===== config.mk =====
export PLATFORM = sky130hd
export DESIGN_NAME = ssd_queue
export DESIGN_NICKNAME = d
export VERILOG_FILES = /design/src/design/ssd_pkg.sv /design/src/design/ssd_queue.sv
export SDC_FILE = /design/constraint.sdc
export NUM_CORES = 1
export LEC_CHECK = 0
export ABC_AREA = 1
export BUFFER_PORTS_ARGS = -buffer_cell sky130_fd_sc_hd__buf_2
export CORE_MARGIN = 5
export CORE_UTILIZATION = 40
export DETAILED_ROUTE_END_ITERATION = 6
export HOLD_SLACK_MARGIN = 0.03
export SLEW_MARGIN = 15
export SYNTH_ARGS = -nofsm -noshare
export SYNTH_HDL_FRONTEND = slang
export SYNTH_SLANG_ARGS = --single-unit

===== constraint.sdc =====
create_clock -name clock -period 11.4 [get_ports clock]
set_input_delay 1.14 -clock clock [delete_from_list [all_inputs] [get_ports clock]]
set_output_delay 1.14 -clock clock [all_outputs]
set_load 0.03 [all_outputs]

===== src/design/ssd_pkg.sv =====
// ----------------------------------------------------------------------------
// ssd_pkg
// Types, constants and the arctangent table for the sphere evaluator.
// ----------------------------------------------------------------------------
package ssd_pkg;

   localparam int ANGLE_BITS  = 32;
   localparam int TRIG_STAGES = 24;
   localparam int CW          = 34;   // CORDIC datapath width
   localparam int QDEPTH      = 4;
   localparam int QAW         = $clog2(QDEPTH);
   localparam logic signed [CW-1:0] CORDIC_GAIN = 34'sd652032874;

   localparam logic [2:0] REG_CENTER_X = 3'd0;
   localparam logic [2:0] REG_CENTER_Y = 3'd1;
   localparam logic [2:0] REG_CENTER_Z = 3'd2;
   localparam logic [2:0] REG_RADIUS   = 3'd3;
   localparam logic [2:0] REG_X_AXIS   = 3'd4;
   localparam logic [2:0] REG_Y_AXIS   = 3'd5;
   localparam logic [2:0] REG_Z_AXIS   = 3'd6;

   typedef struct packed {
      logic [31:0] angle_u;
      logic [31:0] angle_v;
      logic [3:0]  order_u;
      logic [3:0]  order_v;
   } req_type;

   typedef struct packed {
      logic signed [31:0] out_x;
      logic signed [31:0] out_y;
      logic signed [31:0] out_z;
      logic               clipped;
   } rsp_type;

   typedef struct packed {
      logic signed [31:0] cu;
      logic signed [31:0] su;
      logic signed [31:0] cv;
      logic signed [31:0] sv;
      logic [3:0]         order_u;
      logic [3:0]         order_v;
   } trig_type;

   typedef struct packed {
      logic full;
      logic empty;
   } q_status_type;

   typedef struct packed {
      logic [31:0] center_x;
      logic [31:0] center_y;
      logic [31:0] center_z;
      logic [30:0] radius;
      logic [47:0] x_axis;
      logic [47:0] y_axis;
      logic [47:0] z_axis;
   } cfg_type;

   function automatic logic [31:0] atan_val(input int i);
      logic [31:0] v;
      case (i)
         0: v = 32'h20000000;   1: v = 32'h12E4051E;   2: v = 32'h09FB385B;
         3: v = 32'h051111D4;   4: v = 32'h028B0D43;   5: v = 32'h0145D7E1;
         6: v = 32'h00A2F61E;   7: v = 32'h00517C55;   8: v = 32'h0028BE53;
         9: v = 32'h00145F2F;  10: v = 32'h000A2F98;  11: v = 32'h000517CC;
         12: v = 32'h00028BE6; 13: v = 32'h000145F3;  14: v = 32'h0000A2FA;
         15: v = 32'h0000517D; 16: v = 32'h000028BE;  17: v = 32'h0000145F;
         18: v = 32'h00000A30; 19: v = 32'h00000518;  20: v = 32'h0000028C;
         21: v = 32'h00000146; 22: v = 32'h000000A3;  23: v = 32'h00000051;
         24: v = 32'h00000029; 25: v = 32'h00000014;  26: v = 32'h0000000A;
         27: v = 32'h00000005; 28: v = 32'h00000003;  29: v = 32'h00000001;
         30: v = 32'h00000001;
         default: v = 32'h00000000;
      endcase
      return v;
   endfunction

endpackage


===== src/design/ssd_queue.sv =====
// ----------------------------------------------------------------------------
// ssd_queue
// Short FIFO between the trig front and the vector back end.
// ----------------------------------------------------------------------------
module ssd_queue (
   input  logic              clock,
   input  logic              reset,
   input  logic              push,
   input  ssd_pkg::trig_type push_data,
   input  logic              pop,
   output ssd_pkg::trig_type pop_data,
   output ssd_pkg::q_status_type status
);
   import ssd_pkg::*;

   trig_type     mem_ff [QDEPTH];
   logic [QAW-1:0] wp_ff, rp_ff;
   logic [QAW:0]   cnt_ff;

   assign status.full  = (cnt_ff == QDEPTH[QAW:0]);
   assign status.empty = (cnt_ff == '0);
   assign pop_data     = mem_ff[rp_ff];

   always_ff @(posedge clock) begin
      if (reset) begin
         wp_ff  <= '0;
         rp_ff  <= '0;
         cnt_ff <= '0;
      end else begin
         if (push) wp_ff <= wp_ff + 1'b1;
         if (pop)  rp_ff <= rp_ff + 1'b1;
         if (push && !pop)      cnt_ff <= cnt_ff + 1'b1;
         else if (pop && !push) cnt_ff <= cnt_ff - 1'b1;
      end
      if (push) mem_ff[wp_ff] <= push_data;
   end

endmodule


== Yosys cells after proc, flatten, opt, wreduce, memory -nomap -nowiden ==
Memories as Yosys holds them, arrays and structs flattened. A register that Yosys moved wholly into a read port is not among the register bits.
Cells that the tools add are included.
Word-level totals
  flip-flop bits (word level): 7
  RAM bits: 544
  input port bits: 140
  output and inout bits: 138
  word-level logic and storage cells: 21
  memories: 1
Cells by class
  add/subtract/negate cells: 4
  equal/unequal tests: 1
  muxes and demuxes: 6
  reduce and logical (&&, ||, !) cells: 6
Memories
  mem_ff: words 4, bits a word 136, rd ports 1, clocked after Yosys merged registers in 1, write ports 1, RTL line ssd_queue.sv:16  | trig_type mem_ff [QDEPTH];
Operator list (count)
  3-bit two-way mux: 2
  2-bit by 1-bit adder with 2-bit output (second input constant): 2
  2-bit two-way mux: 2
  3-bit by 1-bit adder with 3-bit output (second input constant): 1
  3-bit equality test (second input constant): 1
  3-bit logical NOT: 1
  3-bit by 1-bit subtractor with 3-bit output (second input constant): 1
  1-bit logical AND: 2
  1-bit logical NOT: 2
  1-bit two-way mux: 2
  2-bit nonzero test: 1

== Logic depth before layout (Yosys ltp) ==
Gate-level depths: netlist of the first run.
  depth in word-level cells: 4
  depth in mapped cells: 10
  depth with buffers taken out: 10

== Worst setup path before layout of the first run ==
Ideal clock, no wire load.
  path kind: input port to flip-flop
  start point: input port push
  end point: memory mem_ff[0][0] (netlist bit) (enable)
  library setup time: 0.489 ns
  arrival: 3.792 ns
  data required time: 10.911 ns
  setup slack: 7.119 ns
  stages on the path: 2
  buffers on the path: 0
  cells stage by stage: nand2_1 inv_1
On the way
  longest elaborated chain between the ends: 2
RTL lines
  start, declared: RTL line ssd_queue.sv:8  | input logic push,
  1-bit two-way mux: RTL line ssd_queue.sv:35  | if (push) mem_ff[wp_ff] <= push_data;
  1-bit two-way mux (implied by the code): RTL line ssd_queue.sv:35
  end, declared: RTL line ssd_queue.sv:16
Every way passes these cells.

==> key figures, run 1 <==
Floorplanning
  • Width of the die: 236 µm
  • Starting Density: between 40% and 50%
  • Row cnt: 83
  • Num ports: ~280
  • Die area: 55,800 µm²
  • Core area: 51,000 µm²
  • Die height: 236 µm

Global route
  • First-pass GRT wire length: 71.3 mm
  • All-Layer GR Usage: ~16%
  • Number of global-route vias before repair: 12,000
  • Gr ovfl total: 0
  • Largest net degree at the start of global routing: 198
  • Initial antenna violation count: 10

Yosys
  • Cell area after synthesis: 20,500 µm²
  • Synthesis Warnings: 0
  • Top cells by area, synth: edfxtp_1 (80%), o21ai_0 (6.6%), nor2_1 (5.1%)
  • Syn Nets: 1,519
  • Sequential fraction of the synthesis area: 80.7%
  • Post-synthesis cell count: 1,373
  • Synth top cells by count: edfxtp_1 (544), nor2_1 (278), o21ai_0 (270)
  • Synth cell types: 20
  • Syn Area/Cell: 14.9 µm²
  • Yosys top cell by area: edfxtp_1
  • FFs w/ async S/R, synth: 0%
  • Most common cell in the netlist: edfxtp_1
  • Post-synth top flop: edfxtp_1
  • Number of synthesized flops with an enable pin: 544
  • Yosys top cell area share: 79.8%
  • Flops & latches, synth: between 500 and 600

Timing
  • Relative slew slack: 26.4%
  • Fin crit period: 4.63 ns
  • Setup TNS: 0 ns
  • Hold violation count in the final report: 0
  • Fraction of the cycle the final worst path needs: 40.6%
  • Max-slew violation count: 0
  • Tightest Pin Transition: ~1.1 ns
  • RSZ-0062 raised after global routing: no
  • Clock skew: 0.0115 ns
  • Fmax: between 200 and 250 MHz
  • # setup viols final: 0

CTS
  • Root buf cell: clkbuf_16
  • PostCTS Resize Cnt: 0
  • CTS tree: done
  • CTS sink count: 553
  • Bufs on Longest Clock Path: 3
  • Post-CTS Setup Inserts: 0
  • Total CTS buffers: 57
  • Clock-pin slew on the worst setup and hold paths: 0.06 ns
  • Post-CTS Hold Buffers: 0
  • Clock latency on the worst-skew pair: ~0.59 ns
  • H-Tree Depth: 2

Layout
  • Layout net count: 1,776
  • Final core utilization: 47.3%
  • FILL cells: 4,479
  • Share of cells above drive strength 1: 22.0%
  • Layout area overhead: 17.9%

Placed design
  • Dpl hpwl: about 25 mm
  • Gpl congestion: approximately 0.74
  • Port buffer count: 277

Power and ir drop
  • Total power draw: 4570 µW
  • Internal power: 3440 µW
  • Sequential power share: 51.5%
  • Power per Cell Area: 189 nW/µm²
  • Static leakage: 0.00830 µW
  • Clock Power Share: between 30% and 40%
  • Sw power: 1130 µW
  • Peak VDD IR: 0.137 mV
  • Sw Ratio: 24.7%
  • Gate power share: 10.7%

Route
  • Vias/cell: 5.14
  • Post-DRT Antenna Nets: 0
  • Final wirelength: between 40 and 50 mm
  • DRC: 0
  • Wirelength per Cell: roughly 20 µm
  • Initial drt markers: 857
  • Drt pass-1 iters: 4
  • Via Count: 12,200

Worst setup path
  • WS Path Type: reg -> out
  • CP Buf/Inv Count: 3
  • Critical Path RT: approximately 10 ns
  • Critical path, cell by cell: inv_8 > buf_4 > o21ai_0 > o22ai_1 > buf_2
  • CP peak stage delay: between 0.8 and 0.9 ns
  • Critical Path Source Type: register
  • Critical path arrival: between 3 and 4 ns
  • CP delay by family, top: buffers and inverters
  • Maximum net fanout on the critical path: 197
  • CP max stage cell: inv_8
  • Worst Setup End Kind: output pin

Status
  • Status: complete, no violations

Min path
  • Hold Path Class: reg -> reg

Flow run
  • Max cap viols: 0
state kept, by name, indices dropped and copies added, names as in the netlist, named ones only:
name / count
mem_ff: 544
cnt_ff: 3
rp_ff: 2
wp_ff: 2
kinds of logic (layout without fill, tap and decap cells):
kind of cell / after synthesis / count (layout) / synth area share [%]
adder cells (fa/ha/maj): 6 / 6 / 0.403
other: 0 / 7 / 0
XOR/XNOR: 1 / 1 / 0.0428
AND/OR/NAND/NOR: 291 / 291 / 5.37
AO/OA/AOI/OAI: 416 / 416 / 11.0
flip-flops: 553 / 553 / 80.7
buffers and inverters: 106 / 411 / 2.49
power by group through the flow:
stage | Combinational, µW | Clock (µW) | Sequential (µW)
4_1_cts | 497 | 1780 | 2360
3_5_place_dp | 496 | 0 | 2400
3_3_place_gp | 488 | 0 | 2400
2_1_floorplan | 322 | 0 | 2390
5_1_grt | 528 | 1870 | 2360
6_report | 488 | 1730 | 2350
cell type report:
| cell class | count | area, µm² | area share, % |
|---|---|---|---|
| sequential | 553 | 16500 | 68.5 |
| multi-input combinational | 714 | 3440 | 14.3 |
| clock buffer | 80 | 1560 | 6.45 |
| timing repair buffer | 287 | 1460 | 6.06 |
| tap | 680 | 851 | 3.53 |
| clock inverter | 27 | 181 | 0.752 |
| inverter | 17 | 96.3 | 0.399 |
| antenna | 7 | 17.5 | 0.0726 |
worst reg2reg max path: cells and delay by family (launching register included):
kind	cells	cell delay, ns
AND/OR/NAND/NOR	1	0.10
adder cells (fa/ha/maj)	1	0.15
buffers and inverters	3	1.70
flip-flops	1	0.32
per-layer routing:
metal	wire, µm	track usage [%]
met1	20700	22.0
met2	22300	26.0
met3	3040	4.19
met4	1060	5.06
met5	34	0
cells in the final DEF (no fill, tap or decap), types with 9 or more instances in the layout:
cell type	count
edfxtp_1	544
nor2_1	278
buf_2	277
o21ai_0	270
o22ai_1	136
clkbuf_16	59
clkbuf_1	21
clkinv_1	12
inv_1	11
clkinv_2	10
buf_4	10
nand2_1	9
stage by stage:
| step | cells | hold WS (ns) | instance area [µm²] | setup slack, ns |
|---|---|---|---|---|
| after floorplan | 1373 | 0.412 | 20500 | 7.12 |
| after global placement | 2251 | 0.420 | 22400 | 7.37 |
| after detailed placement | 2251 | 0.426 | 22400 | 7.33 |
| after CTS | 2358 | 0.443 | 24100 | 6.67 |
| after global routing | 2362 | 0.452 | 24100 | 6.44 |
| final | 2365 | 0.441 | 24100 | 6.77 |
path summary, 6_finish.rpt:
path | cells after the start | slack (ns) | startpoint | end
hold / removal | 1 | 0.44 | rp_ff[1] | register
setup reg to reg | 5 | 8.67 | wp_ff[1] | mem_ff[1][71]
hold reg to reg | 1 | 0.44 | rp_ff[1] | register
setup / recovery | 5 | 6.77 | register | pop_data[38]
Note: power is estimated with default switching activity, not from simulation.
==> inputs of run 2 (changes only) <==
clock period = 4.1 ns   (was 11.4 ns; I/O delays follow)
==> run 2 against run 1 <==
Against the previous run:
- clock skew increased by 0.0012 ns
- register-to-register slack got worse by 6.7 ns
- largest cell class unchanged
- non-clock buffer count increased by 144
- via count increased by 4.6%
==> key figures, run 2 (synthesized netlist as in run 1, its figures left out) <==
Global route
  • Initial antenna violation count: 3
  • First-pass GRT wire length: 73.1 mm
  • Largest net degree at the start of global routing: 139
  • Number of global-route vias before repair: roughly 13,000
  • All-Layer GR Usage: between 15 and 20%
  • Gr ovfl total: 0

Flow run
  • Max cap viols: 0

Power and ir drop
  • Total power draw: 12,800 µW
  • Power per Cell Area: 501 nW/µm²
  • Peak VDD IR: 0.364 mV
  • Static leakage: around 0.009 µW

Floorplanning
  • Core area: 51,000 µm²
  • Num ports: roughly 280
  • Die area: 55,800 µm²
  • Die height: ~240 µm
  • Starting Density: roughly 40%
  • Width of the die: 236 µm
  • Row cnt: 83

Timing
  • # setup viols final: 0
  • Final hold slack: 0.0773 ns
  • Max-slew violation count: 0
  • Clock skew: 0.0127 ns
  • Setup TNS: 0 ns
  • Fin crit period: 3.13 ns
  • Hold violation count in the final report: 0
  • Fmax: 319 MHz
  • RSZ-0062 raised after global routing: no
  • Fraction of the cycle the final worst path needs: 76.4%
  • Tightest Pin Transition: 0.839 ns
  • Relative slew slack: 44.0%

CTS
  • Clock-pin slew on the worst setup and hold paths: 0.06 ns
  • CTS tree: done
  • Clock latency on the worst-skew pair: between 0.5 and 0.6 ns
  • Total CTS buffers: 55
  • H-Tree Depth: 2
  • Root buf cell: clkbuf_16
  • Post-CTS Setup Inserts: 0
  • Bufs on Longest Clock Path: 3
  • PostCTS Resize Cnt: 0
  • Post-CTS Hold Buffers: 136
  • CTS sink count: 553

Placed design
  • Dpl hpwl: 25.8 mm
  • DP Cell Count: 2,259
  • Gpl congestion: 0.730
  • Placed Area: around 23,000 µm²
  • Port buffer count: around 280

Layout
  • Most common cell after layout, fill and taps aside: edfxtp_1
  • Finished Cell Area: 25,600 µm²
  • FILL cells: approximately 4,300
  • Layout area overhead: 25.3%
  • Largest register FFs: 544
  • Layout net count: 1,918
  • Final non-filler cell total: between 2,000 and 2,500
  • Regs by FF count: mem_ff x544, cnt_ff x3
  • Most frequent cells in the layout: edfxtp_1 (544), nor2_1 (278), buf_2 (277)
  • Reg with most FFs: mem_ff
  • Share of cells above drive strength 1: 20.9%

Route
  • Vias/cell: 5.09
  • Wirelength per Cell: 18.8 µm
  • Final wirelength: 47.1 mm
  • Initial drt markers: 828
  • Post-DRT Antenna Nets: 0
  • Via Count: roughly 13,000
  • DRC: 0
  • Drt pass-1 iters: 5

Worst setup path
  • Critical Path RT: 3.69 ns
  • Critical Path Source Type: register
  • Maximum net fanout on the critical path: 73
  • WS Path Type: reg -> out
  • Worst Setup End Kind: output pin
  • Critical path arrival: 2.72 ns

Status
  • Status: complete, no violations

Min path
  • Hold Path Class: in -> reg
-- run 2: worst paths after layout --
kind                                    start             end  slack, ns  depth (start not counted)
worst min-delay path            push_data[83]   mem_ff[2][83]       0.08                          1
worst max register to register       wp_ff[0]  mem_ff[2][132]       2.00                          5
worst max-delay path                 register    pop_data[32]       0.97                          5
worst min register to register       rp_ff[1]        register       0.45                          1
-- run 2: stage by stage --
stage | util, % | setup WS [ns]
2_1_floorplan | - | 0.405
3_3_place_gp | 44.2 | 1.56
3_5_place_dp | 44.2 | 1.55
4_1_cts | 50.3 | 0.920
5_1_grt | 50.3 | 0.781
6_report | 50.3 | 0.969
-- run 2: worst max-delay path, cell delays in order, from the launching register on --
cell,delay [ns]
dfxtp_4,0.85
inv_4,0.38
buf_12,0.32
o21ai_0,0.18
o22ai_1,0.11
buf_2,0.19
-- run 2: cell type report --
cell class                 instances  area, µm²  area share (%)
antenna                            3       7.51          0.0293
clock buffer                      70       1480            5.75
clock inverter                    31        253           0.986
inverter                          17       93.8           0.366
multi-input combinational        714       3440            13.4
sequential                       553      16500            64.4
tap                              680        851            3.32
timing repair buffer             431       3000            11.7
-- run 2: metal layers --
layer | routed length (µm) | up-vias | GRT usage, %
met5 | 13 | - | 0
met2 | 22900 | 278 | 27.1
li1 | - | 5997 | -
met3 | 2540 | 64 | 3.94
met4 | 825 | 2 | 3.81
met1 | 20800 | 6374 | 21.9
-- run 2: where the power goes --
| part | leakage [µW] | total (µW) | switching (µW) | internal, µW |
|---|---|---|---|---|
| Clock | 0.000845 | 4810 | 2030 | 2790 |
| Sequential | 0.00507 | 6530 | 64.8 | 6460 |
| Combinational | 0.00302 | 1500 | 1060 | 441 |
==> inputs of run 3 (changes only) <==
clock period = 2.9 ns   (was 4.1 ns; I/O delays follow)
==> run 3 against run 2 <==
Against the previous run:
- critical path depth fell by 1
- worst hold slack improved by 0.0028 ns
- sequential share of layout area fell by 0.74 points
==> key figures, run 3 (synthesized netlist as in run 1, its figures left out) <==
Route
  • Drt pass-1 iters: 5
  • Wirelength per Cell: 19.2 µm
  • Vias/cell: 5.09
  • DRC: 0
  • Via Count: between 10,000 and 15,000
  • Initial drt markers: 1,012
  • Post-DRT Antenna Nets: 0
  • Final wirelength: 47.9 mm

Timing
  • # setup viols final: 0
  • Relative slew slack: between 50 and 60%
  • Clock skew: 0.0162 ns
  • Fmax: 378 MHz
  • Fraction of the cycle the final worst path needs: 91.3%
  • Max-slew violation count: 0
  • Hold violation count in the final report: 0
  • RSZ-0062 raised after global routing: no
  • Tightest Pin Transition: 0.736 ns
  • Final hold slack: around 0.080 ns
  • Fin crit period: 2.65 ns
  • PnR worst setup slack: about 0.25 ns

Worst setup path
  • Critical Path RT: 2.61 ns
  • Critical path arrival: 2.36 ns
  • Reg2reg setup slack: 1.26 ns
  • Worst Setup End Kind: output pin
  • Critical Path Source Type: register
  • Cell depth of the worst flop-to-flop path: 5
  • WS Path Type: reg -> out
  • R2r startpoint: wp_ff[0]
  • Maximum net fanout on the critical path: 57

Global route
  • First-pass GRT wire length: 74.3 mm
  • Largest net degree at the start of global routing: approximately 160
  • All-Layer GR Usage: 16.7%
  • Number of global-route vias before repair: 13,000
  • Gr ovfl total: 0
  • Initial antenna violation count: 3

Floorplanning
  • Num ports: approximately 280
  • Die height: 236 µm
  • Starting Density: between 40% and 50%
  • Row cnt: 83
  • Die area: 55,800 µm²
  • Core area: 51,000 µm²
  • Width of the die: around 240 µm

Layout
  • Share of cells above drive strength 1: 21.6%
  • Final core utilization: 50.9%
  • Final non-filler cell total: about 2,500
  • Reg with most FFs: mem_ff
  • Most common cell after layout, fill and taps aside: edfxtp_1
  • Regs by FF count: mem_ff x544, cnt_ff x3
  • Reg area: 16,500 µm²
  • Layout area overhead: 26.7%
  • Layout net count: 1,922
  • Multi-input logic area: around 3500 µm²
  • FILL cells: 4,287
  • Largest register FFs: 544
  • Most frequent cells in the layout: edfxtp_1 (544), nor2_1 (278), buf_2 (277)

CTS
  • CTS tree: done
  • Root buf cell: clkbuf_16
  • CTS sink count: 553
  • Total CTS buffers: 57
  • H-Tree Depth: 2
  • Clock-pin slew on the worst setup and hold paths: around 0.060 ns
  • Bufs on Longest Clock Path: 3
  • Clock latency on the worst-skew pair: 0.59 ns
  • Post-CTS Setup Inserts: 0
  • PostCTS Resize Cnt: 0

Power and ir drop
  • Total power draw: 18,800 µW
  • Peak VDD IR: slightly below 0.6 mV
  • Static leakage: 0.00903 µW
  • Power per Cell Area: just over 700 nW/µm²

Placed design
  • Gpl congestion: approximately 0.74
  • Worst slack, placed: roughly 0.9 ns
  • Dpl hpwl: 25.6 mm
  • Port buffer count: 277
  • DP Cell Count: 2,260

Min path
  • Worst hold path startpoint: push
  • Hold path cells: 3
  • Hold Path Class: in -> reg

Status
  • Status: complete, no violations

Flow run
  • Max cap viols: 0
==> run 3: cell types whose count changed in the layout (fill, tap and decap cells not counted), sizes merged <==
| cell | before | now |
|---|---|---|
| clkinv | 23 | 22 |
| clkbuf | 70 | 66 |
| bufinv | 4 | 9 |
| buf | 295 | 296 |
| inv | 19 | 15 |
| dlygate4sd3 | 136 | 137 |
| clkinvlp | 2 | 6 |
==> run 3: cell type report <==
cell class,count,share of cell area (%)
clock buffers,66,5.79
clock inverters,35,1.51
well taps,680,3.28
diodes,3,0.0289
repair buffers,433,12.0
multi-input cells,714,13.3
inverters,17,0.342
flip-flops and latches,553,63.7
==> run 3: metrics by stage <==
stage | setup TNS [ns] | cell area, µm²
2_1_floorplan | -52.98 | 20500
3_3_place_gp | 0 | 22700
3_5_place_dp | 0 | 22700
4_1_cts | 0 | 25900
5_1_grt | 0 | 25900
6_report | 0 | 25900
==> run 3: what timing repair did <==
item,4_1_cts,5_1_grt
hold buffers,137,0
endpoints found under the setup margin,0,0
endpoints found under the hold margin,546,0
==> run 3: worst paths after layout <==
kind	to
worst max-delay path	pop_data[2]
worst min-delay path	wp_ff[1]
worst max register to register	mem_ff[2][94]
worst min register to register	register
==> run 3: power breakdown <==
part	switching (µW)	internal [µW]	total (µW)
Sequential	87.0	9140	9230
Clock	2920	4470	7390
Combinational	1510	645	2160
Total	4520	14300	18800
==> run 3: per-layer routing <==
layer,GRT usage [%],up-vias,wire [µm]
met3,4.21,71,3130
met2,27.4,343,23100
met5,0,-,0
li1,-,6000,-
met4,4.39,0,1020
met1,22.4,6316,20700
==> run 3: critical path: stages (launching register included) <==
cell and delay, ns:
dfxtp_4 0.72, buf_12 0.33, o21ai_0 0.16, o22ai_1 0.23, buf_2 0.23
